==> src/rtl/assert_macros.svh <==
// Assertion macros used by the RTL top level.
`ifndef ASSERT_MACROS_SVH
`define ASSERT_MACROS_SVH

`ifndef ASSERT_OFF
`define ASSERT_IMPLIES(lbl, clk, rst_n, ante, cons) \
  lbl: assert property (@(posedge clk) disable iff (!rst_n) (ante) |-> (cons)) \
    else $error("assertion failed: same-cycle implication");
`define ASSERT_NEXT(lbl, clk, rst_n, ante, cons) \
  lbl: assert property (@(posedge clk) disable iff (!rst_n) (ante) |=> (cons)) \
    else $error("assertion failed: next-cycle implication");
`else
`define ASSERT_IMPLIES(lbl, clk, rst_n, ante, cons)
`define ASSERT_NEXT(lbl, clk, rst_n, ante, cons)
`endif

`endif

==> src/rtl/cbq_pkg.sv <==
// Types, constants and microcode for the cascaded biquad low-pass.
package cbq_pkg;

  localparam int SAMPLE_BITS    = 24;
  localparam int COEF_FRAC_BITS = 30;
  localparam int DELAY_BITS     = 40;
  localparam int FEED_W         = 31;
  localparam int COEF_W         = 32;
  localparam int CFG_IDX_W      = 2;

  // operand split into two halves for the shared multiplier
  localparam int HALF_BITS = DELAY_BITS / 2;
  localparam int MUL_A_W   = DELAY_BITS - HALF_BITS + 1;
  localparam int MUL_B_W   = COEF_W + 1;
  localparam int PROD_W    = MUL_A_W + MUL_B_W;
  localparam int ACC_W     = DELAY_BITS + MUL_B_W + 3;
  localparam int RND_W     = ACC_W - COEF_FRAC_BITS;
  localparam int SUM_W     = RND_W + 1;

  localparam int SEC_STEPS   = 12;
  localparam int TOTAL_STEPS = 2 * SEC_STEPS;
  localparam int STEP_W      = $clog2(TOTAL_STEPS);
  localparam int LS_W        = $clog2(SEC_STEPS);

  localparam logic [CFG_IDX_W-1:0] REG_FEED  = CFG_IDX_W'(0);
  localparam logic [CFG_IDX_W-1:0] REG_BACK1 = CFG_IDX_W'(1);
  localparam logic [CFG_IDX_W-1:0] REG_BACK2 = CFG_IDX_W'(2);

  typedef enum logic [1:0] {ST_IDLE, ST_RUN, ST_HOLD} state_t;
  typedef enum logic [1:0] {CF_FEED, CF_FEED2, CF_BACK1, CF_BACK2} coef_sel_t;
  typedef enum logic [1:0] {FIN_Y, FIN_DA, FIN_DB} fin_t;

  typedef struct packed {
    logic      issue;
    logic      op_y;
    coef_sel_t coef_sel;
    logic      hi;
    logic      clr;
    logic      fin;
    fin_t      fin_tgt;
  } micro_t;

  typedef struct packed {
    micro_t u;
    logic   sec;
    logic   sec_end;
    logic   load_out;
  } ctrl_t;

  // One section: a0*x, then 2a0*x + b1*y, then a0*x + b2*y.
  // A sum is finished once its last product has passed the product and accumulator registers.
  function automatic micro_t decode(input logic [LS_W-1:0] ls);
    micro_t m;
    m = '{issue: 1'b0, op_y: 1'b0, coef_sel: CF_FEED, hi: 1'b0, clr: 1'b0,
          fin: 1'b0, fin_tgt: FIN_Y};
    case (ls)
      LS_W'(0):  begin m.issue = 1'b1; m.clr = 1'b1; end
      LS_W'(1):  begin m.issue = 1'b1; m.hi = 1'b1; end
      LS_W'(2):  begin m.issue = 1'b1; m.coef_sel = CF_FEED2; m.clr = 1'b1; end
      LS_W'(3):  begin
        m.issue = 1'b1; m.coef_sel = CF_FEED2; m.hi = 1'b1;
        m.fin = 1'b1; m.fin_tgt = FIN_Y;
      end
      LS_W'(4):  begin m.issue = 1'b1; m.op_y = 1'b1; m.coef_sel = CF_BACK1; end
      LS_W'(5):  begin
        m.issue = 1'b1; m.op_y = 1'b1; m.coef_sel = CF_BACK1; m.hi = 1'b1;
      end
      LS_W'(6):  begin m.issue = 1'b1; m.clr = 1'b1; end
      LS_W'(7):  begin
        m.issue = 1'b1; m.hi = 1'b1;
        m.fin = 1'b1; m.fin_tgt = FIN_DA;
      end
      LS_W'(8):  begin m.issue = 1'b1; m.op_y = 1'b1; m.coef_sel = CF_BACK2; end
      LS_W'(9):  begin
        m.issue = 1'b1; m.op_y = 1'b1; m.coef_sel = CF_BACK2; m.hi = 1'b1;
      end
      LS_W'(11): begin m.fin = 1'b1; m.fin_tgt = FIN_DB; end
      default:   m.issue = 1'b0;
    endcase
    return m;
  endfunction

  // saturate a finished sum to the delay word range
  function automatic logic signed [DELAY_BITS-1:0] sat_dly(
      input logic signed [SUM_W-1:0] v);
    logic all1;
    logic all0;
    logic signed [DELAY_BITS-1:0] r;
    all1 = &v[SUM_W-1:DELAY_BITS-1];
    all0 = ~|v[SUM_W-1:DELAY_BITS-1];
    if (all1 || all0) begin
      r = v[DELAY_BITS-1:0];
    end else if (v[SUM_W-1]) begin
      r = {1'b1, {(DELAY_BITS-1){1'b0}}};
    end else begin
      r = {1'b0, {(DELAY_BITS-1){1'b1}}};
    end
    return r;
  endfunction

endpackage

==> src/rtl/cascaded_biquad_lowpass.sv <==
// Top level: two cascaded low-pass biquads on one shared multiplier.
// The sequencer walks its 24 steps per item; the result is then registered in the output register.
// A new item is accepted only when the sequencer is idle; the single shared multiplier does 20
// half-width partial products per item, two per coefficient product.
// A finished result waits in the output register; the last step stalls until it is taken.
// Reset (synchronous, rst_n low): delay words, coefficients and out_valid cleared.
`include "assert_macros.svh"

module cascaded_biquad_lowpass (
  input  logic                                   clk,
  input  logic                                   rst_n,
  // configuration write port
  input  logic                                   cfg_we,
  input  logic [cbq_pkg::CFG_IDX_W-1:0]          cfg_index,
  input  logic [cbq_pkg::COEF_W-1:0]             cfg_data,
  // input item channel
  input  logic                                   in_valid,
  output logic                                   in_ready,
  input  logic signed [cbq_pkg::SAMPLE_BITS-1:0] in_sample_in,
  // result item channel
  output logic                                   out_valid,
  input  logic                                   out_ready,
  output logic signed [cbq_pkg::SAMPLE_BITS-1:0] out_sample_out,
  output logic                                   out_clipped
);

  localparam int SB = cbq_pkg::SAMPLE_BITS;
  localparam int DW = cbq_pkg::DELAY_BITS;
  localparam int BW = cbq_pkg::MUL_B_W;
  localparam int FW = cbq_pkg::FEED_W;
  localparam int CW = cbq_pkg::COEF_W;
  localparam int RW = cbq_pkg::RND_W;
  localparam int UW = cbq_pkg::SUM_W;

  // coefficient registers: feed unsigned Q1.30, feedback signed Q2.30
  logic [FW-1:0]        coef_feed_r;
  logic signed [CW-1:0] coef_back_one_r;
  logic signed [CW-1:0] coef_back_two_r;

  // per-section delay words, index 0 = first section
  logic signed [DW-1:0] dly_a_r [2];
  logic signed [DW-1:0] dly_b_r [2];

  logic signed [DW-1:0] xs_r;       // current section input
  logic signed [DW-1:0] y_r;        // current section output
  logic signed [SB-1:0] out_sample_r;
  logic                 out_clip_r;
  logic                 out_valid_r;

  cbq_pkg::ctrl_t       ctrl;
  logic                 idle;
  logic                 accept;
  logic signed [DW-1:0] operand;
  logic signed [BW-1:0] coef;
  logic signed [cbq_pkg::ACC_W-1:0] acc;
  logic signed [RW-1:0] rnd;
  logic signed [DW-1:0] fin_add;
  logic signed [UW-1:0] fin_sum;
  logic signed [DW-1:0] fin_val;
  logic                 y_hi_over;
  logic                 y_lo_over;
  logic signed [SB-1:0] y_sat;
  logic                 y_clip;

  assign in_ready = idle;
  assign accept   = in_valid && in_ready;

  cbq_seq u_seq (
    .clk      (clk),
    .rst_n    (rst_n),
    .start    (accept),
    .out_free (!out_valid_r || out_ready),
    .idle     (idle),
    .ctrl     (ctrl)
  );

  // operand and coefficient muxes feeding the shared unit
  always_comb begin
    operand = ctrl.u.op_y ? y_r : xs_r;
    case (ctrl.u.coef_sel)
      cbq_pkg::CF_FEED:  coef = {{(BW-FW){1'b0}}, coef_feed_r};
      cbq_pkg::CF_FEED2: coef = {{(BW-FW-1){1'b0}}, coef_feed_r, 1'b0};
      cbq_pkg::CF_BACK1: coef = {coef_back_one_r[CW-1], coef_back_one_r};
      cbq_pkg::CF_BACK2: coef = {coef_back_two_r[CW-1], coef_back_two_r};
      default:           coef = '0;
    endcase
  end

  cbq_mac u_mac (
    .clk     (clk),
    .rst_n   (rst_n),
    .u       (ctrl.u),
    .operand (operand),
    .coef    (coef),
    .acc     (acc)
  );

  // finish: drop fraction bits (rounding bias already in acc), add delay, saturate
  always_comb begin
    rnd = acc[cbq_pkg::ACC_W-1:cbq_pkg::COEF_FRAC_BITS];
    case (ctrl.u.fin_tgt)
      cbq_pkg::FIN_Y:  fin_add = dly_a_r[ctrl.sec];
      cbq_pkg::FIN_DA: fin_add = dly_b_r[ctrl.sec];
      default:         fin_add = '0;
    endcase
    fin_sum = UW'(rnd) + UW'(fin_add);
    fin_val = cbq_pkg::sat_dly(fin_sum);
  end

  // final clamp to sample width
  always_comb begin
    y_hi_over = !y_r[DW-1] && (|y_r[DW-2:SB-1]);
    y_lo_over = y_r[DW-1] && !(&y_r[DW-2:SB-1]);
    y_clip    = y_hi_over || y_lo_over;
    if (y_hi_over) begin
      y_sat = {1'b0, {(SB-1){1'b1}}};
    end else if (y_lo_over) begin
      y_sat = {1'b1, {(SB-1){1'b0}}};
    end else begin
      y_sat = y_r[SB-1:0];
    end
  end

  always_ff @(posedge clk) begin
    if (!rst_n) begin
      coef_feed_r     <= '0;
      coef_back_one_r <= '0;
      coef_back_two_r <= '0;
      dly_a_r[0]      <= '0;
      dly_a_r[1]      <= '0;
      dly_b_r[0]      <= '0;
      dly_b_r[1]      <= '0;
      out_valid_r     <= 1'b0;
    end else begin
      if (cfg_we) begin
        case (cfg_index)
          cbq_pkg::REG_FEED:  coef_feed_r     <= cfg_data[FW-1:0];
          cbq_pkg::REG_BACK1: coef_back_one_r <= cfg_data;
          cbq_pkg::REG_BACK2: coef_back_two_r <= cfg_data;
          default:            ;  // unknown index ignored
        endcase
      end
      if (accept) begin
        xs_r <= {{(DW-SB){in_sample_in[SB-1]}}, in_sample_in};
      end else if (ctrl.sec_end) begin
        xs_r <= y_r;  // section two takes section one's result
      end
      if (ctrl.u.fin) begin
        case (ctrl.u.fin_tgt)
          cbq_pkg::FIN_Y:  y_r              <= fin_val;
          cbq_pkg::FIN_DA: dly_a_r[ctrl.sec] <= fin_val;
          cbq_pkg::FIN_DB: dly_b_r[ctrl.sec] <= fin_val;
          default:         ;
        endcase
      end
      if (ctrl.load_out) begin
        out_sample_r <= y_sat;
        out_clip_r   <= y_clip;
        out_valid_r  <= 1'b1;
      end else if (out_valid_r && out_ready) begin
        out_valid_r <= 1'b0;
      end
    end
  end

  assign out_valid      = out_valid_r;
  assign out_sample_out = out_sample_r;
  assign out_clipped    = out_clip_r;

  // an accepted item keeps the block busy in the following cycle
  `ASSERT_NEXT(a_busy_after_accept, clk, rst_n, accept, !in_ready)
  // the shared unit is quiet whenever the block is idle
  `ASSERT_IMPLIES(a_quiet_when_idle, clk, rst_n, in_ready, !ctrl.u.issue && !ctrl.u.fin)
  // a result is never loaded over one still waiting
  `ASSERT_IMPLIES(a_no_overwrite, clk, rst_n, ctrl.load_out, !out_valid_r || out_ready)

endmodule

==> src/rtl/cbq_mac.sv <==
// Shared multiply-accumulate unit: one half-operand product per cycle.
module cbq_mac (
  input  logic                                clk,
  input  logic                                rst_n,
  input  cbq_pkg::micro_t                     u,
  input  logic signed [cbq_pkg::DELAY_BITS-1:0] operand,
  input  logic signed [cbq_pkg::MUL_B_W-1:0]  coef,
  output logic signed [cbq_pkg::ACC_W-1:0]    acc
);

  localparam int DW = cbq_pkg::DELAY_BITS;
  localparam int HB = cbq_pkg::HALF_BITS;
  localparam int AW = cbq_pkg::MUL_A_W;
  localparam int CW = cbq_pkg::ACC_W;
  // accumulator starts at half an LSB so the final shift rounds half up
  localparam logic signed [CW-1:0] RND_HALF = CW'(1) << (cbq_pkg::COEF_FRAC_BITS - 1);

  logic signed [AW-1:0]              mul_a;
  logic signed [cbq_pkg::PROD_W-1:0] mul_r;
  logic                              tag_vld_r;
  logic                              tag_hi_r;
  logic                              tag_clr_r;
  logic signed [CW-1:0]              acc_r;
  logic signed [CW-1:0]              pext;
  logic signed [CW-1:0]              addend;

  always_comb begin
    if (u.hi) begin
      mul_a = {operand[DW-1], operand[DW-1:HB]};
    end else begin
      mul_a = {{(AW-HB){1'b0}}, operand[HB-1:0]};
    end
  end

  always_ff @(posedge clk) begin
    if (!rst_n) begin
      tag_vld_r <= 1'b0;
    end else begin
      tag_vld_r <= u.issue;
    end
    tag_hi_r  <= u.hi;
    tag_clr_r <= u.clr;
    mul_r     <= mul_a * coef;
  end

  always_comb begin
    pext = CW'(mul_r);
    if (tag_hi_r) begin
      pext = pext <<< HB;
    end
    addend = tag_clr_r ? RND_HALF : acc_r;
  end

  always_ff @(posedge clk) begin
    if (tag_vld_r) begin
      acc_r <= addend + pext;
    end
  end

  assign acc = acc_r;

endmodule

==> src/rtl/cbq_seq.sv <==
// Step sequencer that walks both sections through the shared unit.
module cbq_seq (
  input  logic           clk,
  input  logic           rst_n,
  input  logic           start,
  input  logic           out_free,
  output logic           idle,
  output cbq_pkg::ctrl_t ctrl
);

  localparam int SW = cbq_pkg::STEP_W;

  cbq_pkg::state_t  state_r, state_nxt;
  logic [SW-1:0]    step_r, step_nxt;
  logic             sec;
  logic [SW-1:0]    ls_full;

  always_ff @(posedge clk) begin
    if (!rst_n) begin
      state_r <= cbq_pkg::ST_IDLE;
      step_r  <= '0;
    end else begin
      state_r <= state_nxt;
      step_r  <= step_nxt;
    end
  end

  assign sec     = (step_r >= SW'(cbq_pkg::SEC_STEPS));
  assign ls_full = sec ? (step_r - SW'(cbq_pkg::SEC_STEPS)) : step_r;

  always_comb begin
    state_nxt     = state_r;
    step_nxt      = step_r;
    ctrl          = '0;
    ctrl.u        = cbq_pkg::decode(4'(0));
    ctrl.u.issue  = 1'b0;
    ctrl.u.fin    = 1'b0;
    ctrl.u.clr    = 1'b0;
    ctrl.sec      = sec;
    case (state_r)
      cbq_pkg::ST_IDLE: begin
        if (start) begin
          state_nxt = cbq_pkg::ST_RUN;
          step_nxt  = '0;
        end
      end
      cbq_pkg::ST_RUN: begin
        ctrl.u       = cbq_pkg::decode(ls_full[cbq_pkg::LS_W-1:0]);
        ctrl.sec_end = (step_r == SW'(cbq_pkg::SEC_STEPS - 1));
        if (step_r == SW'(cbq_pkg::TOTAL_STEPS - 1)) begin
          if (out_free) begin
            ctrl.load_out = 1'b1;
            state_nxt     = cbq_pkg::ST_IDLE;
          end else begin
            state_nxt = cbq_pkg::ST_HOLD;
          end
        end else begin
          step_nxt = step_r + SW'(1);
        end
      end
      cbq_pkg::ST_HOLD: begin
        if (out_free) begin
          ctrl.load_out = 1'b1;
          state_nxt     = cbq_pkg::ST_IDLE;
        end
      end
      default: state_nxt = cbq_pkg::ST_IDLE;
    endcase
  end

  assign idle = (state_r == cbq_pkg::ST_IDLE);

endmodule

==> config.mk <==
export PLATFORM = sky130hd
export DESIGN_NAME = cascaded_biquad_lowpass
export DESIGN_NICKNAME = d
export VERILOG_FILES = /design/src/rtl/cbq_pkg.sv /design/src/rtl/cascaded_biquad_lowpass.sv /design/src/rtl/cbq_mac.sv /design/src/rtl/cbq_seq.sv
export VERILOG_INCLUDE_DIRS = /design/src /design/src/rtl
export SDC_FILE = /design/constraint.sdc
export NUM_CORES = 2
export LEC_CHECK = 0
export BUFFER_PORTS_ARGS = -buffer_cell sky130_fd_sc_hd__buf_2
export CORE_MARGIN = 3
export CORE_UTILIZATION = 51
export DETAILED_ROUTE_END_ITERATION = 6
export PLACE_DENSITY = 0.67
export SYNTH_ARGS = -nofsm -noshare
export SYNTH_HDL_FRONTEND = slang
export SYNTH_SLANG_ARGS = --single-unit
==> constraint.sdc <==
create_clock -name clk -period 15.6 [get_ports clk]
set_input_delay 0.78 -clock clk [delete_from_list [all_inputs] [get_ports clk]]
set_output_delay 0.78 -clock clk [all_outputs]
set_load 0.02 [all_outputs]
# Word level (Yosys, flattened, before mapping)
# Memories as Yosys holds them, arrays and structs flattened.
# Cells that the tools add are included.
totals:
  regBits: 341
  ram_bits: 160
  inputBits: 63
  output_inout_bits: 27
  elab_cells: 137
  n_memories: 2
mem_list:
  columns: ["memory", "depth", "word_bits", "read_ports", "rd_clocked_by_memory_dff", "wr", "line_no", "rtl"]
  rows:
  - ["dly_a_r", 2, 40, 1, 0, 2, "cascaded_biquad_lowpass.sv:41", "logic signed [DW-1:0] dly_a_r [2];"]
  - ["dly_b_r", 2, 40, 1, 0, 2, "cascaded_biquad_lowpass.sv:42", "logic signed [DW-1:0] dly_b_r [2];"]
op_classes:
  addsub: 4
  n_mul: 1
  n_lt_le_gt_ge: 1
  eq_ne: 25
  mux: 48
  n_reduce_logical: 41
ops:
  columns: ["operator", "n"]
  rows:
  - ["$mux W40", 7]
  - ["$pmux W33 S4", 1]
  - ["$pmux W40 S2", 1]
  - ["$reduce_or A40 Y1", 2]
  - ["$add A76 B74 Y76", 1]
  - ["$mux W76", 1]
  - ["$mux W73", 1]
  - ["$mul A21 B33 Y54", 1]
  - ["$add A46 B40 Y47", 1]
  - ["$mux W24", 1]
  - ["$mux W1", 22]
  - ["$mux W21", 1]
  - ["$eq A4 B3 Y1 const B", 4]
  - ["$reduce_and A16 Y1", 1]
  - ["$reduce_or A16 Y1", 1]
  - ["$eq A4 B4 Y1 const B", 3]
  - ["$pmux W2 S3", 2]
  - ["$reduce_and A2 Y1", 6]
  - ["$eq A2 B2 Y1 const B", 5]
  - ["$mux W5", 2]
  - ["$pmux W5 S2", 1]
  - ["$reduce_or A10 Y1", 1]
  - ["$pmux W3 S3", 1]
  - ["$reduce_and A3 Y1", 3]
  - ["other kinds (26)", 50]

# Logic depth before layout (Yosys ltp)
logic_depth:
  depth_word: 14
  mapped_depth: 41
  ltp_nobuf: 36

# Hierarchy
# From an unflattened synthesis, not the netlist that was laid out.
unflattened:
  cells_unflattened: 5597
  area_unflattened_um2: 53835.4
by_module_without_submodules:
  columns: ["mod", "n_inst", "cells_per_inst", "area_each_um2", "seq_area_each_um2"]
  rows:
  - ["cbq_mac", 1, 3795, 33926.3, 3423.3]
  - ["cascaded_biquad_lowpass", 1, 1702, 19120.8, 9879.5]
  - ["cbq_seq", 1, 100, 788.3, 140.1]

# Worst setup path before layout
# No wires, ideal clock.
synth_timing:
  path_type: "flip-flop to flip-flop"
  from: "register u_seq.step_r[2]"
  to: "register u_mac.mul_r[53] (netlist bit)"
  setup_time_ns: 0.072
  t_arrival_ns: 9.616
  required_ns: 15.528
  slack_ns: 5.912
  path_stages_with_launch: 35
  path_buffers: 4
  period_less_slack_ns: 9.688
  cell_sequence: "dfxtp_1 clkbuf_1 clkinv_1 ha_1 clkbuf_1 nor2_1 o21ai_0 nand3_1 nor2_2 mux2i_1 nand2b_1 clkbuf_1 clkinv_1 nor2_1 clkbuf_1 nor2_1 fa_1 fa_1 fa_1 fa_1 fa_1 fa_1 fa_1 ha_1 a21o_1 a21o_1 a221oi_1 o21a_1 o22ai_1 o22a_1 a221o_1 a21oi_1 o211ai_1 a21oi_1 xnor2_1"
synth_between:
  elab_chain_len: 9
  elab_cells_between_ends: 28
  cone_classes: "1 x add/sub; 1 x mul; 1 x order compare; 11 x eq/ne; 8 x mux; 6 x reduce/logical"
synth_rtl:
  columns: ["element", "line_no", "rtl"]
  rows:
  - ["start, declared", "cbq_seq.sv:14", "logic [SW-1:0] step_r, step_nxt;"]
  - ["start signal, assigned", "cbq_seq.sv:24", "step_r <= step_nxt;"]
  - ["$sub A4 B4 Y4 or $ge A5 B4 Y1 (tied branches)", "cbq_seq.sv:29, cbq_seq.sv:28", null]
  - ["$mux W4 *", "cbq_seq.sv:29", "assign ls_full = sec ? (step_r - SW'(cbq_pkg::SEC_STEPS)) : step_r;"]
  - ["$eq A4 B4 Y1 (tied with other cells)", "cbq_pkg.sv:56", "case (ls)"]
  - ["$reduce_or A2 Y1 (no line) or $reduce_or A4 Y1 (tied branches)", null, null]
  - ["$pmux W2 S3 or $mux W1 (tied branches)", "cbq_pkg.sv:56", null]
  - ["$mux W8 *", "cbq_seq.sv:40", "case (state_r)"]
  - ["$eq A2 B2 Y1 (tied with other cells)", "cascaded_biquad_lowpass.sv:80", "case (ctrl.u.coef_sel)"]
  - ["$pmux W33 S4 or $mux W21 (tied branches)", "cascaded_biquad_lowpass.sv:80, cbq_mac.sv:28", null]
  - ["$mul A21 B33 Y54 *", "cbq_mac.sv:43", "mul_r <= mul_a * coef;"]
  - ["end signal, assigned", "cbq_mac.sv:43", null]
  - ["end, declared", "cbq_mac.sv:19", "logic signed [cbq_pkg::PROD_W-1:0] mul_r;"]
# Mark *: on every way between the ends. The rest lies on a longest branch, timed or not.
# A chain may end at the register's enable or synchronous reset.

# Worst setup path after layout
# Same ends and word-level chain as after synthesis.

==> impl_metrics.yaml <==
yosys:
  synth_edf_count: 341
  ys_seq_elements: 501
  synth_top_area_share: 0.261
  synth_most_common_cell: "nand2_1"
  ys.flop_type: "edfxtp_1"
  syn_inst: 5650
  synth_cell_types: 92
  ys_warn_count: 0
  ys_top_cells_by_area: "fa_1 (26%), edfxtp_1 (19%), ha_1 (6.3%), nand2_1 (6.3%), dfxtp_1 (6.1%)"
  synth.avg_cell_area_um2: 9.34
  synth_top_area_cell: "fa_1"
  ys_seq_area_frac: 0.255
  async_reset_ff_frac: 0
  syn-num-nets: 6668
  synth.cell_area_mm2: 0.0528
  synth_common_cells: "nand2_1 (885), inv_1 (785), fa_1 (689), nor2_1 (398), edfxtp_1 (341)"
drt:
  wl_um: 156000
  route.detailed.drc: 0
  drtAntennaViolNets: 0
  vias: 40800
  drt_pass1_iterations: 7
  routed_via_density: 5.85
  drtIter0Drc: 3595
  post_drt_wl_per_cell_um: 22.4
critical_path:
  crit_buf_inv: 7
  rr_endpoint: "u_mac.mul_r[53]$_DFF_P_"
  critPathMaxStageDelay_ns: 0.73
  cp_slowest_cell: "nor4bb_1"
  ff2ff_setup_slack_ns: 3.98
  critPathArrivalTime_ns: 12.10
  cp.required_ns: 16.08
  critPathMaxFanout: 33
  path_common_cell: "fa_1"
  cp-start-kind: "register"
  cp_top_family: "adder cells"
  crit_path_end_kind: "register"
  r2r_start: "u_seq.step_r[2]$_SDFFE_PN0P_"
  setup.worst_path.class: "reg -> reg"
  r2r_cells: 36
min_path:
  holdPathEnd: "xs_r[17]$_DFFE_PP_"
  hold_depth: 2
  worstHoldStart: "in_sample_in[17]"
  hold_class: "in -> reg"
sta:
  tightest_slew_ns: 1.32
  final_max_slew_viol_count: 0
  timing.clock.skew_ns: 0.0765
  finalSetupTns_ns: 0
  fmax_mhz: 86.1
  fin_crit_sh: 0.745
  hold_slack_ns: 0.395
  rsz0062_at_grt: "no"
  relSlewSlack: 0.114
  setup_viol: 0
  fin_crit_ns: 11.62
  finalHoldViolCount: 0
  setup_slack_ns: 3.98
die:
  num_rows: 117
  core_mm2: 0.102
  die_area_mm2: 0.107
  pin_count: 90
  die_x_um: 328
  die_h_um: 328
  initial_core_util: 0.516
global_routing:
  antenna_found_initial: 1
  grt_pass1_vias: 41000
  grt_remaining_overflow: 0
  grt_util_all_layers: 0.292
  grt_start_max_net_pins: 100
  grt_pass1_wl_um: 241000
cts:
  clk_latency_ns: 0.69
  clk_path_buf_depth: 3
  cts_max_level: 2
  post_cts_buffers: 0
  cts_inserted_buffers: 54
  cts_tree: "built"
  postCtsHoldBufs: 0
  clk_pin_slew_ns: 0.06
  cts.sinks: 501
  ctsResizeCount: 0
  cts_root_buf: "clkbuf_16"
placement:
  post-place-ws_ns: 4.29
  dp_hpwl_um: 117000
  placed_area_mm2: 0.0544
  port_buffers: 89
  gp_congestion: 0.941
layout:
  drive_gt1_frac: 0.0758
  area_growth_pct: 6.53
  num-nets-final: 6581
  fill_cells: 9248
  stdcell_area_mm2: 0.0562
  antenna_cells: 0
run_status:
  status: "finished, final reports clean"
power:
  power.density_mw_per_mm2: 85.0
  ir_drop_mv: 0.0983
  power.leakage_nw: 25.6
job:
  maxCapViolations: 0
==> power breakdown <==
group	leakage (nW)	switching, W	internal [W]	total (W)
registers	4.62	0.0000919	0.00158	0.00167
logic	20.1	0.00113	0.000676	0.00181
clock network	0.877	0.000580	0.000721	0.00130
==> cell usage in the layout, fill, tap and decap left out, types with 12 or more instances in the layout <==
cell | synthesis | routed
o21bai_1 | 26 | 26
nand3_1 | 49 | 49
edfxtp_1 | 341 | 341
o211ai_1 | 13 | 13
inv_1 | 785 | 785
and3_1 | 29 | 29
xor2_1 | 54 | 54
a31oi_1 | 31 | 30
buf_4 | 0 | 71
nor2b_1 | 130 | 130
dfxtp_1 | 160 | 157
nand2_1 | 885 | 883
xnor2_1 | 117 | 117
mux4_2 | 51 | 51
o21ai_1 | 85 | 80
nand4_1 | 46 | 46
a211oi_1 | 27 | 27
clkinv_1 | 2 | 12
and2_1 | 115 | 115
clkinv_2 | 0 | 14
nor2_1 | 398 | 395
buf_2 | 27 | 88
clkbuf_16 | 0 | 56
a21oi_1 | 189 | 186
o22ai_1 | 32 | 32
a21boi_0 | 108 | 107
nand2b_1 | 40 | 40
nor3_1 | 22 | 21
mux2_2 | 57 | 57
o21ai_0 | 216 | 212
o21a_1 | 87 | 87
ha_1 | 266 | 266
fa_1 | 689 | 689
a21o_1 | 141 | 140
==> worst max-delay path by stage <==
stage / start / endpoint / slack, ns / depth (start not counted)
detailed placement: u_seq.step_r[2]$_SDFFE_PN0P_ / u_mac.mul_r[53]$_DFF_P_ / 4.29 / 34
global placement: u_seq.step_r[2]$_SDFFE_PN0P_ / u_mac.mul_r[53]$_DFF_P_ / 4.44 / 34
global route: u_seq.step_r[2]$_SDFFE_PN0P_ / u_mac.mul_r[53]$_DFF_P_ / 3.61 / 34
finish: u_seq.step_r[2]$_SDFFE_PN0P_ / u_mac.mul_r[53]$_DFF_P_ / 3.98 / 36
floorplan: u_seq.step_r[2]$_SDFFE_PN0P_ / u_mac.mul_r[53]$_DFF_P_ / 5.91 / 34
CTS: u_seq.step_r[2]$_SDFFE_PN0P_ / u_mac.mul_r[53]$_DFF_P_ / 4.25 / 34
==> metrics by stage <==
| stage | power (W) | utilization | std cells |
|---|---|---|---|
| after floorplan | 0.00294 | - | 5650 |
| after global placement | 0.00346 | 0.532 | 6875 |
| after detailed placement | 0.00347 | 0.532 | 6875 |
| after CTS | 0.00479 | 0.550 | 6977 |
| after global routing | 0.00505 | 0.550 | 6977 |
| final | 0.00478 | 0.550 | 6977 |
==> area by class of cell <==
class                   instances  area, um2  area share
well taps                    1368       1710      0.0305
inverters                     788       2960      0.0526
flip-flops and latches        501      13400       0.239
multi-input cells            4059      35300       0.628
repair buffers                159        973      0.0173
clock inverters                38        345     0.00614
clock buffers                  64       1450      0.0258
==> registers in the layout, summed over array words and instances, names as in the netlist, 32 cells and up <==
register         cells
coef_back_one_r     32
coef_back_two_r     32
dly_a_r             80
dly_b_r             80
u_mac.acc           76
u_mac.mul_r         54
xs_r                40
y_r                 40
==> metal layers <==
layer	up-vias	part of all wire	GRT usage
met5	-	0	0
met4	0	0.051	0.129
met3	399	0.087	0.0550
li1	18300	-	-
met1	20300	0.42	0.406
met2	1878	0.45	0.448
==> worst register-to-register path, delay by kind of cell, from the launching register on <==
| family | cells | cell delay [ns] |
|---|---|---|
| buffers and inverters | 7 | 1.58 |
| DFF | 1 | 0.68 |
| and+or+nand+nor | 8 | 1.97 |
| adders and majority gates | 9 | 4.16 |
| xor gates and xnor gates | 1 | 0.09 |
| AOI/OAI and AO/OA | 10 | 2.79 |
| muxes | 1 | 0.25 |
==> cell families (layout without fill, tap and decap cells) <==
family	count (synthesis)	after routing	share of synthesized area
adder cells (fa/ha/maj)	955	955	0.325
buffers and inverters	1090	1049	0.0799
XOR/XNOR	171	171	0.0284
flip-flops	501	501	0.255
multiplexers	114	114	0.0351
AO/OA/AOI/OAI	1043	1043	0.127
AND/OR/NAND/NOR	1776	1776	0.150
Note: power is estimated with default switching activity, not from simulation.
